**src/rtl/assert_macros.svh**
```systemverilog
// assertion macros included by the allocator core rtl
// active in simulation, empty when SYNTHESIS is set
`ifndef ASSERT_MACROS_SVH
`define ASSERT_MACROS_SVH
`ifndef SYNTHESIS
// antecedent implies consequent in the same cycle
`define ASSERT_IMPLIES(label, clk, rst_n, ante, cons) \
    label: assert property (@(posedge clk) disable iff (!rst_n) (ante) |-> (cons)) \
        else $error("assertion failed: same-cycle implication");
// antecedent implies consequent in the next cycle
`define ASSERT_NEXT(label, clk, rst_n, ante, cons) \
    label: assert property (@(posedge clk) disable iff (!rst_n) (ante) |=> (cons)) \
        else $error("assertion failed: next-cycle implication");
`else
`define ASSERT_IMPLIES(label, clk, rst_n, ante, cons)
`define ASSERT_NEXT(label, clk, rst_n, ante, cons)
`endif
`endif

```
**src/rtl/drsa_pkg.sv**
```systemverilog
// shared types and constants of the dma region stack allocator
// no dependencies
package drsa_pkg;

    localparam int MAX_ENTRIES    = 16;
    localparam int IDX_W          = $clog2(MAX_ENTRIES);
    localparam int CNT_W          = $clog2(MAX_ENTRIES + 1);
    localparam int PAGE_SHIFT_MAX = 20;

    // request kinds
    localparam logic [1:0] REQ_ALLOC    = 2'd0;
    localparam logic [1:0] REQ_FREE     = 2'd1;
    localparam logic [1:0] REQ_FREE_ALL = 2'd2;

    // result status codes
    localparam logic [1:0] ST_OK         = 2'd0;
    localparam logic [1:0] ST_NO_SPACE   = 2'd1;
    localparam logic [1:0] ST_BAD_HANDLE = 2'd2;
    localparam logic [1:0] ST_TABLE_FULL = 2'd3;

    // configuration register indexes
    localparam logic [1:0] CFG_PAGE_SHIFT  = 2'd0;
    localparam logic [1:0] CFG_REGION_SIZE = 2'd1;
    localparam logic [1:0] CFG_IOVA_BASE   = 2'd2;

    typedef enum logic [2:0] {
        FSM_IDLE,
        FSM_DECODE,
        FSM_CHECK,
        FSM_SCAN,
        FSM_DONE
    } fsm_state_t;

endpackage

```
**src/rtl/dma_region_stack_allocator_core.sv**
```systemverilog
// top level of the dma region stack allocator
// depends on drsa_pkg and assert_macros.svh
//
// channel   dir  handshake          payload
// s_*       in   s_tvalid/s_tready  tuser req_type, tdata size, handle
// m_*       out  m_tvalid/m_tready  tuser status, tdata handle/addr/offset/size/count
// cfg_*     in   cfg_wr_en          cfg_index, cfg_wdata
//
// one request at a time: allocate steps through decode, check and done; a bad free,
// free-all or unused kind through decode and done; a good free through decode, a scan
// of the offset/size memory for the highest live end at one read per cycle, and done.
// a new request is taken while the previous result still waits in the output register.
// a result that cannot leave holds the engine in its final state until m_tready.
// synchronous active-low reset clears valid bits, top, count and control registers and
// sets page shift to 12; no memory clearing pass is needed.
`include "assert_macros.svh"

module dma_region_stack_allocator_core (
    input  logic         aclk,
    input  logic         aresetn,
    input  logic         s_tvalid,
    output logic         s_tready,
    input  logic [39:0]  s_tdata,   // size[31:0], handle[35:32], zero fill
    input  logic [1:0]   s_tuser,   // req_type[1:0]
    output logic         m_tvalid,
    input  logic         m_tready,
    output logic [111:0] m_tdata,   // alloc_handle[3:0], bus_addr[35:4], buf_offset[67:36],
                                    // alloc_size[99:68], live_count[104:100], zero fill
    output logic [1:0]   m_tuser,   // status[1:0]
    input  logic         cfg_wr_en,
    input  logic [1:0]   cfg_index,
    input  logic [31:0]  cfg_wdata
);

    localparam int IW = drsa_pkg::IDX_W;
    localparam int CW = drsa_pkg::CNT_W;
    localparam int NE = drsa_pkg::MAX_ENTRIES;

    // control state
    drsa_pkg::fsm_state_t state_reg, state_next;
    logic [NE-1:0] valid_reg, valid_next;
    logic [CW-1:0] count_reg, count_next;
    logic [31:0]   top_reg, top_next;
    logic [CW-1:0] scan_cnt_reg, scan_cnt_next;
    logic          rd_pend_reg, rd_pend_next;
    logic          m_valid_reg, m_valid_next;
    logic [4:0]    page_shift_reg;
    logic [31:0]   region_size_reg;
    logic [31:0]   iova_base_reg;

    // payload
    logic [1:0]    req_reg;
    logic [31:0]   size_reg;
    logic [IW-1:0] handle_reg;
    logic [32:0]   rounded_reg, rounded_next;
    logic [32:0]   best_reg, best_next;
    logic [IW-1:0] rd_idx_reg;
    logic [1:0]    res_status_reg, res_status_next;
    logic [IW-1:0] res_handle_reg, res_handle_next;
    logic [31:0]   res_addr_reg, res_addr_next;
    logic [31:0]   res_off_reg, res_off_next;
    logic [31:0]   res_size_reg, res_size_next;
    logic [1:0]    out_status_reg;
    logic [IW-1:0] out_handle_reg;
    logic [31:0]   out_addr_reg;
    logic [31:0]   out_off_reg;
    logic [31:0]   out_size_reg;
    logic [CW-1:0] out_count_reg;
    logic          out_load;

    // offset/size memory, offset in the low half
    logic [63:0]   mem [NE];
    logic          mem_we;
    logic [IW-1:0] mem_waddr;
    logic [63:0]   mem_wdata;
    logic [IW-1:0] mem_raddr;
    logic [63:0]   rd_data_reg;

    // helpers
    logic [4:0]    shift_sat;
    logic [32:0]   page_mask;
    logic [33:0]   alloc_end;
    logic [32:0]   entry_end;
    logic [IW-1:0] free_slot;
    logic          slot_found;

    logic          s_xfer;
    assign s_xfer   = s_tvalid && s_tready;
    assign s_tready = (state_reg == drsa_pkg::FSM_IDLE);
    assign m_tvalid = m_valid_reg;
    assign m_tuser  = out_status_reg;
    assign m_tdata  = {7'd0, out_count_reg, out_size_reg, out_off_reg, out_addr_reg,
                       out_handle_reg};

    // page rounding terms
    assign shift_sat = (page_shift_reg > 5'(drsa_pkg::PAGE_SHIFT_MAX))
                       ? 5'(drsa_pkg::PAGE_SHIFT_MAX) : page_shift_reg;
    assign page_mask = (33'd1 << shift_sat) - 33'd1;
    assign alloc_end = {2'b00, top_reg} + {1'b0, rounded_reg};
    assign entry_end = {1'b0, rd_data_reg[31:0]} + {1'b0, rd_data_reg[63:32]};

    // lowest free slot
    always_comb begin
        free_slot  = '0;
        slot_found = 1'b0;
        for (int i = NE - 1; i >= 0; i--) begin
            if (!valid_reg[i]) begin
                free_slot  = IW'(i);
                slot_found = 1'b1;
            end
        end
    end

    // next state and datapath control
    always_comb begin
        state_next      = state_reg;
        valid_next      = valid_reg;
        count_next      = count_reg;
        top_next        = top_reg;
        scan_cnt_next   = scan_cnt_reg;
        rd_pend_next    = 1'b0;
        m_valid_next    = m_valid_reg;
        rounded_next    = rounded_reg;
        best_next       = best_reg;
        res_status_next = res_status_reg;
        res_handle_next = res_handle_reg;
        res_addr_next   = res_addr_reg;
        res_off_next    = res_off_reg;
        res_size_next   = res_size_reg;
        mem_we          = 1'b0;
        mem_waddr       = free_slot;
        mem_wdata       = {rounded_reg[31:0], top_reg};
        mem_raddr       = scan_cnt_reg[IW-1:0];
        out_load        = 1'b0;

        // output register drains independently
        if (m_valid_reg && m_tready) begin
            m_valid_next = 1'b0;
        end

        unique case (state_reg)
            drsa_pkg::FSM_IDLE: begin
                if (s_xfer) begin
                    state_next = drsa_pkg::FSM_DECODE;
                end
            end
            drsa_pkg::FSM_DECODE: begin
                res_status_next = drsa_pkg::ST_OK;
                res_handle_next = '0;
                res_addr_next   = '0;
                res_off_next    = '0;
                res_size_next   = '0;
                state_next      = drsa_pkg::FSM_DONE;
                unique case (req_reg)
                    drsa_pkg::REQ_ALLOC: begin
                        rounded_next = ({1'b0, size_reg} + page_mask) & ~page_mask;
                        state_next   = drsa_pkg::FSM_CHECK;
                    end
                    drsa_pkg::REQ_FREE: begin
                        if (!valid_reg[handle_reg]) begin
                            res_status_next = drsa_pkg::ST_BAD_HANDLE;
                        end else begin
                            valid_next[handle_reg] = 1'b0;
                            count_next    = count_reg - CW'(1);
                            scan_cnt_next = '0;
                            best_next     = '0;
                            state_next    = drsa_pkg::FSM_SCAN;
                        end
                    end
                    drsa_pkg::REQ_FREE_ALL: begin
                        valid_next = '0;
                        count_next = '0;
                        top_next   = '0;
                    end
                    default: begin
                        // unused request kind answers ok with no change
                    end
                endcase
            end
            drsa_pkg::FSM_CHECK: begin
                state_next = drsa_pkg::FSM_DONE;
                if (alloc_end > {2'b00, region_size_reg}) begin
                    res_status_next = drsa_pkg::ST_NO_SPACE;
                end else if (!slot_found) begin
                    res_status_next = drsa_pkg::ST_TABLE_FULL;
                end else begin
                    mem_we                = 1'b1;
                    valid_next[free_slot] = 1'b1;
                    count_next            = count_reg + CW'(1);
                    res_handle_next       = free_slot;
                    res_off_next          = top_reg;
                    res_addr_next         = iova_base_reg + top_reg;
                    res_size_next         = rounded_reg[31:0];
                    top_next              = alloc_end[31:0];
                end
            end
            drsa_pkg::FSM_SCAN: begin
                // issue one read per cycle, fold the entry read last cycle
                if (scan_cnt_reg < CW'(NE)) begin
                    rd_pend_next  = 1'b1;
                    scan_cnt_next = scan_cnt_reg + CW'(1);
                end
                if (rd_pend_reg && valid_reg[rd_idx_reg] && (entry_end > best_reg)) begin
                    best_next = entry_end;
                end
                if (scan_cnt_reg == CW'(NE) && !rd_pend_reg) begin
                    top_next   = best_reg[31:0];
                    state_next = drsa_pkg::FSM_DONE;
                end
            end
            drsa_pkg::FSM_DONE: begin
                if (!m_valid_reg || m_tready) begin
                    out_load     = 1'b1;
                    m_valid_next = 1'b1;
                    state_next   = drsa_pkg::FSM_IDLE;
                end
            end
            default: begin
                state_next = drsa_pkg::FSM_IDLE;
            end
        endcase
    end

    // control registers and configuration
    always_ff @(posedge aclk) begin
        if (!aresetn) begin
            state_reg       <= drsa_pkg::FSM_IDLE;
            valid_reg       <= '0;
            count_reg       <= '0;
            top_reg         <= '0;
            scan_cnt_reg    <= '0;
            rd_pend_reg     <= 1'b0;
            m_valid_reg     <= 1'b0;
            page_shift_reg  <= 5'd12;
            region_size_reg <= '0;
            iova_base_reg   <= '0;
        end else begin
            state_reg    <= state_next;
            valid_reg    <= valid_next;
            count_reg    <= count_next;
            top_reg      <= top_next;
            scan_cnt_reg <= scan_cnt_next;
            rd_pend_reg  <= rd_pend_next;
            m_valid_reg  <= m_valid_next;
            if (cfg_wr_en) begin
                unique case (cfg_index)
                    drsa_pkg::CFG_PAGE_SHIFT:  page_shift_reg  <= cfg_wdata[4:0];
                    drsa_pkg::CFG_REGION_SIZE: region_size_reg <= cfg_wdata;
                    drsa_pkg::CFG_IOVA_BASE:   iova_base_reg   <= cfg_wdata;
                    default: begin
                    end
                endcase
            end
        end
    end

    // payload registers
    always_ff @(posedge aclk) begin
        if (s_xfer) begin
            req_reg    <= s_tuser;
            size_reg   <= s_tdata[31:0];
            handle_reg <= s_tdata[32 +: IW];
        end
        rounded_reg    <= rounded_next;
        best_reg       <= best_next;
        rd_idx_reg     <= mem_raddr;
        res_status_reg <= res_status_next;
        res_handle_reg <= res_handle_next;
        res_addr_reg   <= res_addr_next;
        res_off_reg    <= res_off_next;
        res_size_reg   <= res_size_next;
        if (out_load) begin
            out_status_reg <= res_status_reg;
            out_handle_reg <= res_handle_reg;
            out_addr_reg   <= res_addr_reg;
            out_off_reg    <= res_off_reg;
            out_size_reg   <= res_size_reg;
            out_count_reg  <= count_reg;
        end
    end

    // offset/size memory, one write and one registered read per cycle
    always_ff @(posedge aclk) begin
        if (mem_we) begin
            mem[mem_waddr] <= mem_wdata;
        end
        rd_data_reg <= mem[mem_raddr];
    end

    // assertions
    `ASSERT_IMPLIES(a_count_matches, aclk, aresetn, 1'b1, count_reg == CW'($countones(valid_reg)))
    `ASSERT_NEXT(a_scan_valid_stable, aclk, aresetn, state_reg == drsa_pkg::FSM_SCAN, $stable(valid_reg))
    `ASSERT_IMPLIES(a_scan_bound, aclk, aresetn, state_reg == drsa_pkg::FSM_SCAN, scan_cnt_reg <= CW'(NE))
    `ASSERT_NEXT(a_load_sets_valid, aclk, aresetn, out_load, m_valid_reg && state_reg == drsa_pkg::FSM_IDLE)

endmodule

```
**config.mk**
```make
export PLATFORM = sky130hd
export DESIGN_NAME = dma_region_stack_allocator_core
export DESIGN_NICKNAME = d
export VERILOG_FILES = /design/src/rtl/drsa_pkg.sv /design/src/rtl/dma_region_stack_allocator_core.sv
export VERILOG_INCLUDE_DIRS = /design/src /design/src/rtl
export SDC_FILE = /design/constraint.sdc
export NUM_CORES = 2
export LEC_CHECK = 0
export CAP_MARGIN = 20
export CORE_AREA = 5 5 513 515
export CTS_BUF_LIST = sky130_fd_sc_hd__clkbuf_8
export DETAILED_ROUTE_END_ITERATION = 16
export DIE_AREA = 0 0 518 520
export DONT_BUFFER_PORTS = 1
export GPL_ROUTABILITY_DRIVEN = 0
export SYNTH_ARGS = -nofsm -noshare
export SYNTH_HDL_FRONTEND = slang
export SYNTH_SLANG_ARGS = --single-unit
export TNS_END_PERCENT = 100
```
**constraint.sdc**
```tcl
create_clock -name aclk -period 9.14 [get_ports aclk]
set_input_delay 1.371 -clock aclk [delete_from_list [all_inputs] [get_ports aclk]]
set_output_delay 1.371 -clock aclk [all_outputs]
set_load 0.02 [all_outputs]
```
**Word level (Yosys, flattened, before mapping)**

Memory sizes are Yosys's and may differ from the RTL's. A register that Yosys moved wholly into a read port is not among the register bits.
Cells that the tools add are included.

- Register bits after elaboration: 449
- Bits in latches: 0
- RAM bits: 1,024
- Bits in read-only memories: 0
- Input port bits: 81
- Output and inout bits: 116
- Word-level logic and storage cells: 199
- Memories kept: 1

- Add/sub/neg operators: 8
- Multiply operators: 0
- Divide/modulo/power cells: 0
- Magnitude comparators: 9
- Equal/unequal tests: 22
- Shift-type cells: 1
- Muxes and demuxes: 98
- Bitwise gates (word level): 5
- Reductions and logical operators: 28

Memory list:

| memory | depth | width | read ports | clocked after Yosys merged registers in | write ports | RTL line | RTL |
|---|---|---|---|---|---|---|---|
| mem | 16 | 64 | 1 | 1 | 1 | dma_region_stack_allocator_core.sv:72 | `logic [63:0] mem [NE];` |

Operator list:

| operator | count |
|---|---|
| two-way mux 32 bit | 10 |
| one-hot mux 32 bit (2 select lines) | 3 |
| two-way mux 33 bit | 3 |
| one-hot mux 32 bit (3 select lines) | 1 |
| two-way mux 4 bit | 18 |
| one-hot mux 33 bit (2 select lines) | 1 |
| one-hot mux 16 bit (2 select lines) | 2 |
| two-way mux 16 bit | 3 |
| two-way mux 5 bit | 7 |
| adder 32 x 33 -> 34 bit | 1 |
| greater-than comparator 34 x 32 -> 1 bit | 1 |
| adder 32 x 32 -> 33 bit | 1 |
| adder 32 x 33 -> 33 bit | 1 |
| AND 33 bit | 1 |
| greater-than comparator 33 bit | 1 |
| inverter 33 bit | 1 |
| << shifter 1 x 5 -> 33 bit, first input constant | 1 |
| subtractor 33 x 1 -> 33 bit, second input constant | 1 |
| adder 32 bit | 1 |
| two-way mux 1 bit | 31 |
| one-hot mux 5 bit (2 select lines) | 3 |
| AND 16 bit | 1 |
| inequality test 2 bit, second input constant | 8 |
| inverter 16 bit | 1 |
| other kinds (35) | 69 |

**Logic depth before layout (Yosys ltp)**

- Depth after elaboration: 24
- Mapped depth: 22
- Depth with buffers taken out: 21

**Worst setup path before layout**

No wires, ideal clock.

- Path kind: register to register
- From: register rounded_reg[4]
- To: register res_addr_reg[0], enable pin
- Library setup time: 0.592 ns
- Arrival: 9.104 ns
- Required time: 8.548 ns
- Setup slack: -0.555 ns
- Cell stages (with the launch flop): 20
- Path buffers: 0
- Clock period less this slack: 9.695 ns
- Path through: edfxtp_1 ha_1 a2111oi_0 o21ai_1 a311oi_1 o21ai_0 a31oi_1 nor2b_1 o21ai_0 xor2_1 ha_1 a211oi_1 o21ai_0 o211a_1 nor4b_1 a31oi_1 a211oi_1 mux2_2 nand2_1 a21oi_1

- Cells in the longest elaborated chain, start to end: 4

RTL lines:

| what | RTL line | RTL |
|---|---|---|
| start: declaration | dma_region_stack_allocator_core.sv:55 | `logic [32:0] rounded_reg, rounded_next;` |
| start signal: assignment | dma_region_stack_allocator_core.sv:264 | `rounded_reg <= rounded_next;` |
| adder 32 x 33 -> 34 bit | dma_region_stack_allocator_core.sv:99 | `assign alloc_end = {2'b00, top_reg} + {1'b0, rounded_reg};` |
| greater-than comparator 34 x 32 -> 1 bit | dma_region_stack_allocator_core.sv:182 | `if (alloc_end > {2'b00, region_size_reg}) begin` |
| inequality test 2 bit (no line) | -- |  |
| AND reduction 3 bit (no line) | -- |  |
| end signal: assignment | dma_region_stack_allocator_core.sv:269 | `res_addr_reg <= res_addr_next;` |
| end: declaration | dma_region_stack_allocator_core.sv:60 | `logic [31:0] res_addr_reg, res_addr_next;` |

No other way between the ends.
A chain may end at the register's enable or synchronous reset.

**Final worst setup path**

- From: register rounded_reg[4]
- To: memory mem[11][9], enable pin

- Cells in the longest elaborated chain, start to end: 6

RTL lines:

| what | RTL line | RTL |
|---|---|---|
| adder 32 x 33 -> 34 bit | dma_region_stack_allocator_core.sv:99 |  |
| greater-than comparator 34 x 32 -> 1 bit | dma_region_stack_allocator_core.sv:182 |  |
| two-way mux 1 bit | dma_region_stack_allocator_core.sv:182 |  |
| two-way mux 1 bit | dma_region_stack_allocator_core.sv:141 | `unique case (state_reg)` |
| two-way mux 1 bit | dma_region_stack_allocator_core.sv:284 | `if (mem_we) begin` |
| two-way mux 1 bit (implied by the code) | dma_region_stack_allocator_core.sv:285 | `mem[mem_waddr] <= mem_wdata;` |
| end: declaration | dma_region_stack_allocator_core.sv:72 |  |

No other way between the ends.

==> results.md <==
- Crit-path max cell delay: 0.79 ns
- Max H-tree Level: 4
- Clock Latency Late Sink: 0.97 ns
- Critical Path AT: 7.86 ns
- Post-layout min period: approximately 7.3 ns
- DP Cell Count: just over 7000
- Die Y-Extent: roughly 520 um
- Crit path max-delay cell type: edfxtp_1
- Final HPWL DP: approximately 110000 um
- WP buf/inv: 1
- CP most frequent cell: o21ai_0
- Synth Cell Area: ~0.064 mm^2
- Power per cell area: 188 mW/mm^2
- Tot GR Track Use: 12.6%
- Slew of the pin with the lowest slew margin: around 1.2 ns
- Outcome: finished, final reports clean
- Clock sink count: 1537
- Clock root buffer: clkbuf_8
- Placeable Area: 0.258 mm^2
- R2R depth: 20
- WHS: 0.400 ns
- Post-CTS Resized: 0
- P&R area growth vs syn: 14.9%
- Detailed Routing Iterations Pass 1: 6
- Setup-failing EPs final: 0
- Leakage power: about 0.024 uW
- Worst Path Required: a little under 10 ns
- Synth top area share: 62.6%
- RSZ-0062 raised after global routing: false
- Hold depth: 0
- Core Rows: 187
- Top FF cell, synth: edfxtp_1
- Post-synthesis sequential area ratio: 68.9%
- Via count: ~36000
- Post-Route WL: approximately 180000 um
- Fin crit share: 80.0%
- Synth Warn #: 0
- Slew margin rel.: 23.2%
- Critical path depth: 20
- Final Instance Count excl. Fillers: 7634
- Detail Route Antenna Nets: 0
- Final Instance Area: around 0.074 mm^2
- Die X-Extent: 518 um
- Yosys cell types: 81
- Clk pin slew, worst setup/hold paths: about 0.060 ns
- First-pass GRT wire length: 251000 um
- Via/cell ratio: between 4 and 5
- M1 WL: 75700 um
- Hold WC Path Type: register to register
- Iter 0 DRT Violations: 3634
- Setup CP Type: register to register
- Met2 WL: 82300 um
- Endpoint class of the critical path: register
- Die area: 0.269 mm^2
- Clock Path Buffers: 3
- Hold-fix buffers, CTS: 0
- Worst vdd ir: around 120 uV
- CP top delay family: compound AO/OA/AOI/OAI gates
- Grt total ovfl: 0
- Setup TNS: 0 ns
- Final Hold Fails: 0
- Vias in the first global route: about 36000
- Fraction of registers with async set/reset: 0%
- TritonCTS clock tree: built
- Layout net count: 4304
- Finished Core Util: 28.5%
- Initial Util: between 20 and 25%
- PortBufs: 0
- Drt wl/cell: 23.0 um
- Top post-synthesis cells by area: edfxtp_1 63%, mux4_2 12%, dfxtp_1 6.2%
- Area leader, netlist: edfxtp_1
- Clock Skews: 0.0738 ns
- Most instantiated library cell after synthesis: edfxtp_1
- Max Used Layer: met5
- Total of max-cap violations: 0
- Seq cells post-synth: 1537
- Syn Inst Count: 3857
- CP max FO: 25
- I/O pins: just under 200
- Largest net degree at the start of global routing: just over 80
- WL met3: 12700 um
- Number of remaining DRC errors: 0
- Mean area per synthesized cell: 16.6 um^2
- Most frequent cells after synthesis: 1337 x edfxtp_1, 329 x mux4_2, 217 x nand2_1, 210 x a21oi_1, 200 x dfxtp_1
- Post-synth EDFFs: 1337
- Worst setup SP type: register
- Max reg flops: 1024
- Max-slew violations: 0
- Max Freq: 0.137 GHz
- Share of cells above drive strength 1: 18.9%
- Initial antenna violation count: 20
- Placed cell areas: 0.0688 mm^2
- Setup bufs post-CTS: 0
- Crit-path cells: ha_1 -> a2111oi_0 -> o21ai_1 -> a311oi_1 -> o21ai_0 -> a31oi_1 -> nor2b_1 -> o21ai_0 -> xor2_1 -> ha_1 -> a211oi_1 -> o21ai_0 -> o211a_1 -> nor4b_1 -> a31oi_1 -> a211oi_1 -> mux2_2 -> nand2_1 -> nor2_4 -> buf_4
- Num CTS Buffers: 230
-- cell type report --
cell class	instances	area (um^2)
fillers	25700	185000
multi-input cells	2048	19100
repair buffers	89	923
well taps	3402	4260
flip-flops and latches	1537	44200
diodes	7	17.5
inverters	115	435
clock buffers	261	3590
clock inverters	175	1210
-- cells by family (layout without fill, tap and decap cells) --
family | after synthesis | in the layout | synth area share, %
AO/OA/AOI/OAI | 602 | 602 | 6.05
XOR/XNOR | 106 | 106 | 1.45
adder cells (fa/ha/maj) | 202 | 202 | 3.99
buffers and inverters | 285 | 640 | 1.74
flip-flops | 1537 | 1537 | 68.9
multiplexers | 362 | 362 | 12.1
other | 1 | 21 | 0.00585
AND/OR/NAND/NOR | 762 | 762 | 5.81
-- cell usage in the layout, fill, tap and decap left out, types with 62 or more instances in the layout --
master	Yosys	final
a21o_1	62	62
ha_1	198	198
a21oi_1	210	209
dfxtp_1	200	196
and2_1	103	102
clkbuf_8	0	261
edfxtp_1	1337	1337
o21ai_0	84	84
mux4_2	329	329
nand3_1	69	69
buf_4	8	70
nor2_1	172	156
inv_1	111	176
xnor2_1	62	62
nand2_1	217	217
-- metal layers --
layer  track usage, %  vias to the layer above
li1                 -                    15600
met1             17.1                    18500
met2             20.3                     1352
met3             2.58                      261
met4             4.32                        6
met5                0                        -
-- report_power, final --
part | switching (uW) | total [uW] | internal [uW]
Sequential | 79.4 | 7710 | 7630
Combinational | 232 | 350 | 118
Clock | 2790 | 5800 | 3020
-- worst paths after layout --
path | startpoint | to | slack [ns]
worst min-delay path | res_off_reg[16] | out_off_reg[16] | 0.40
worst max-delay path | rounded_reg[4] | mem[11][9] | 1.83
worst max register to register | rounded_reg[4] | mem[11][9] | 1.83
worst min register to register | res_off_reg[16] | out_off_reg[16] | 0.40
-- stage by stage --
stage / setup slack (ns) / power, uW
after floorplan: 1.38 / 8070
after global placement: 1.93 / 8200
after detailed placement: 2.00 / 8210
after CTS: 1.90 / 14000
after global routing: 1.40 / 14400
final: 1.83 / 13900
Power figures use the tool's default switching activity.
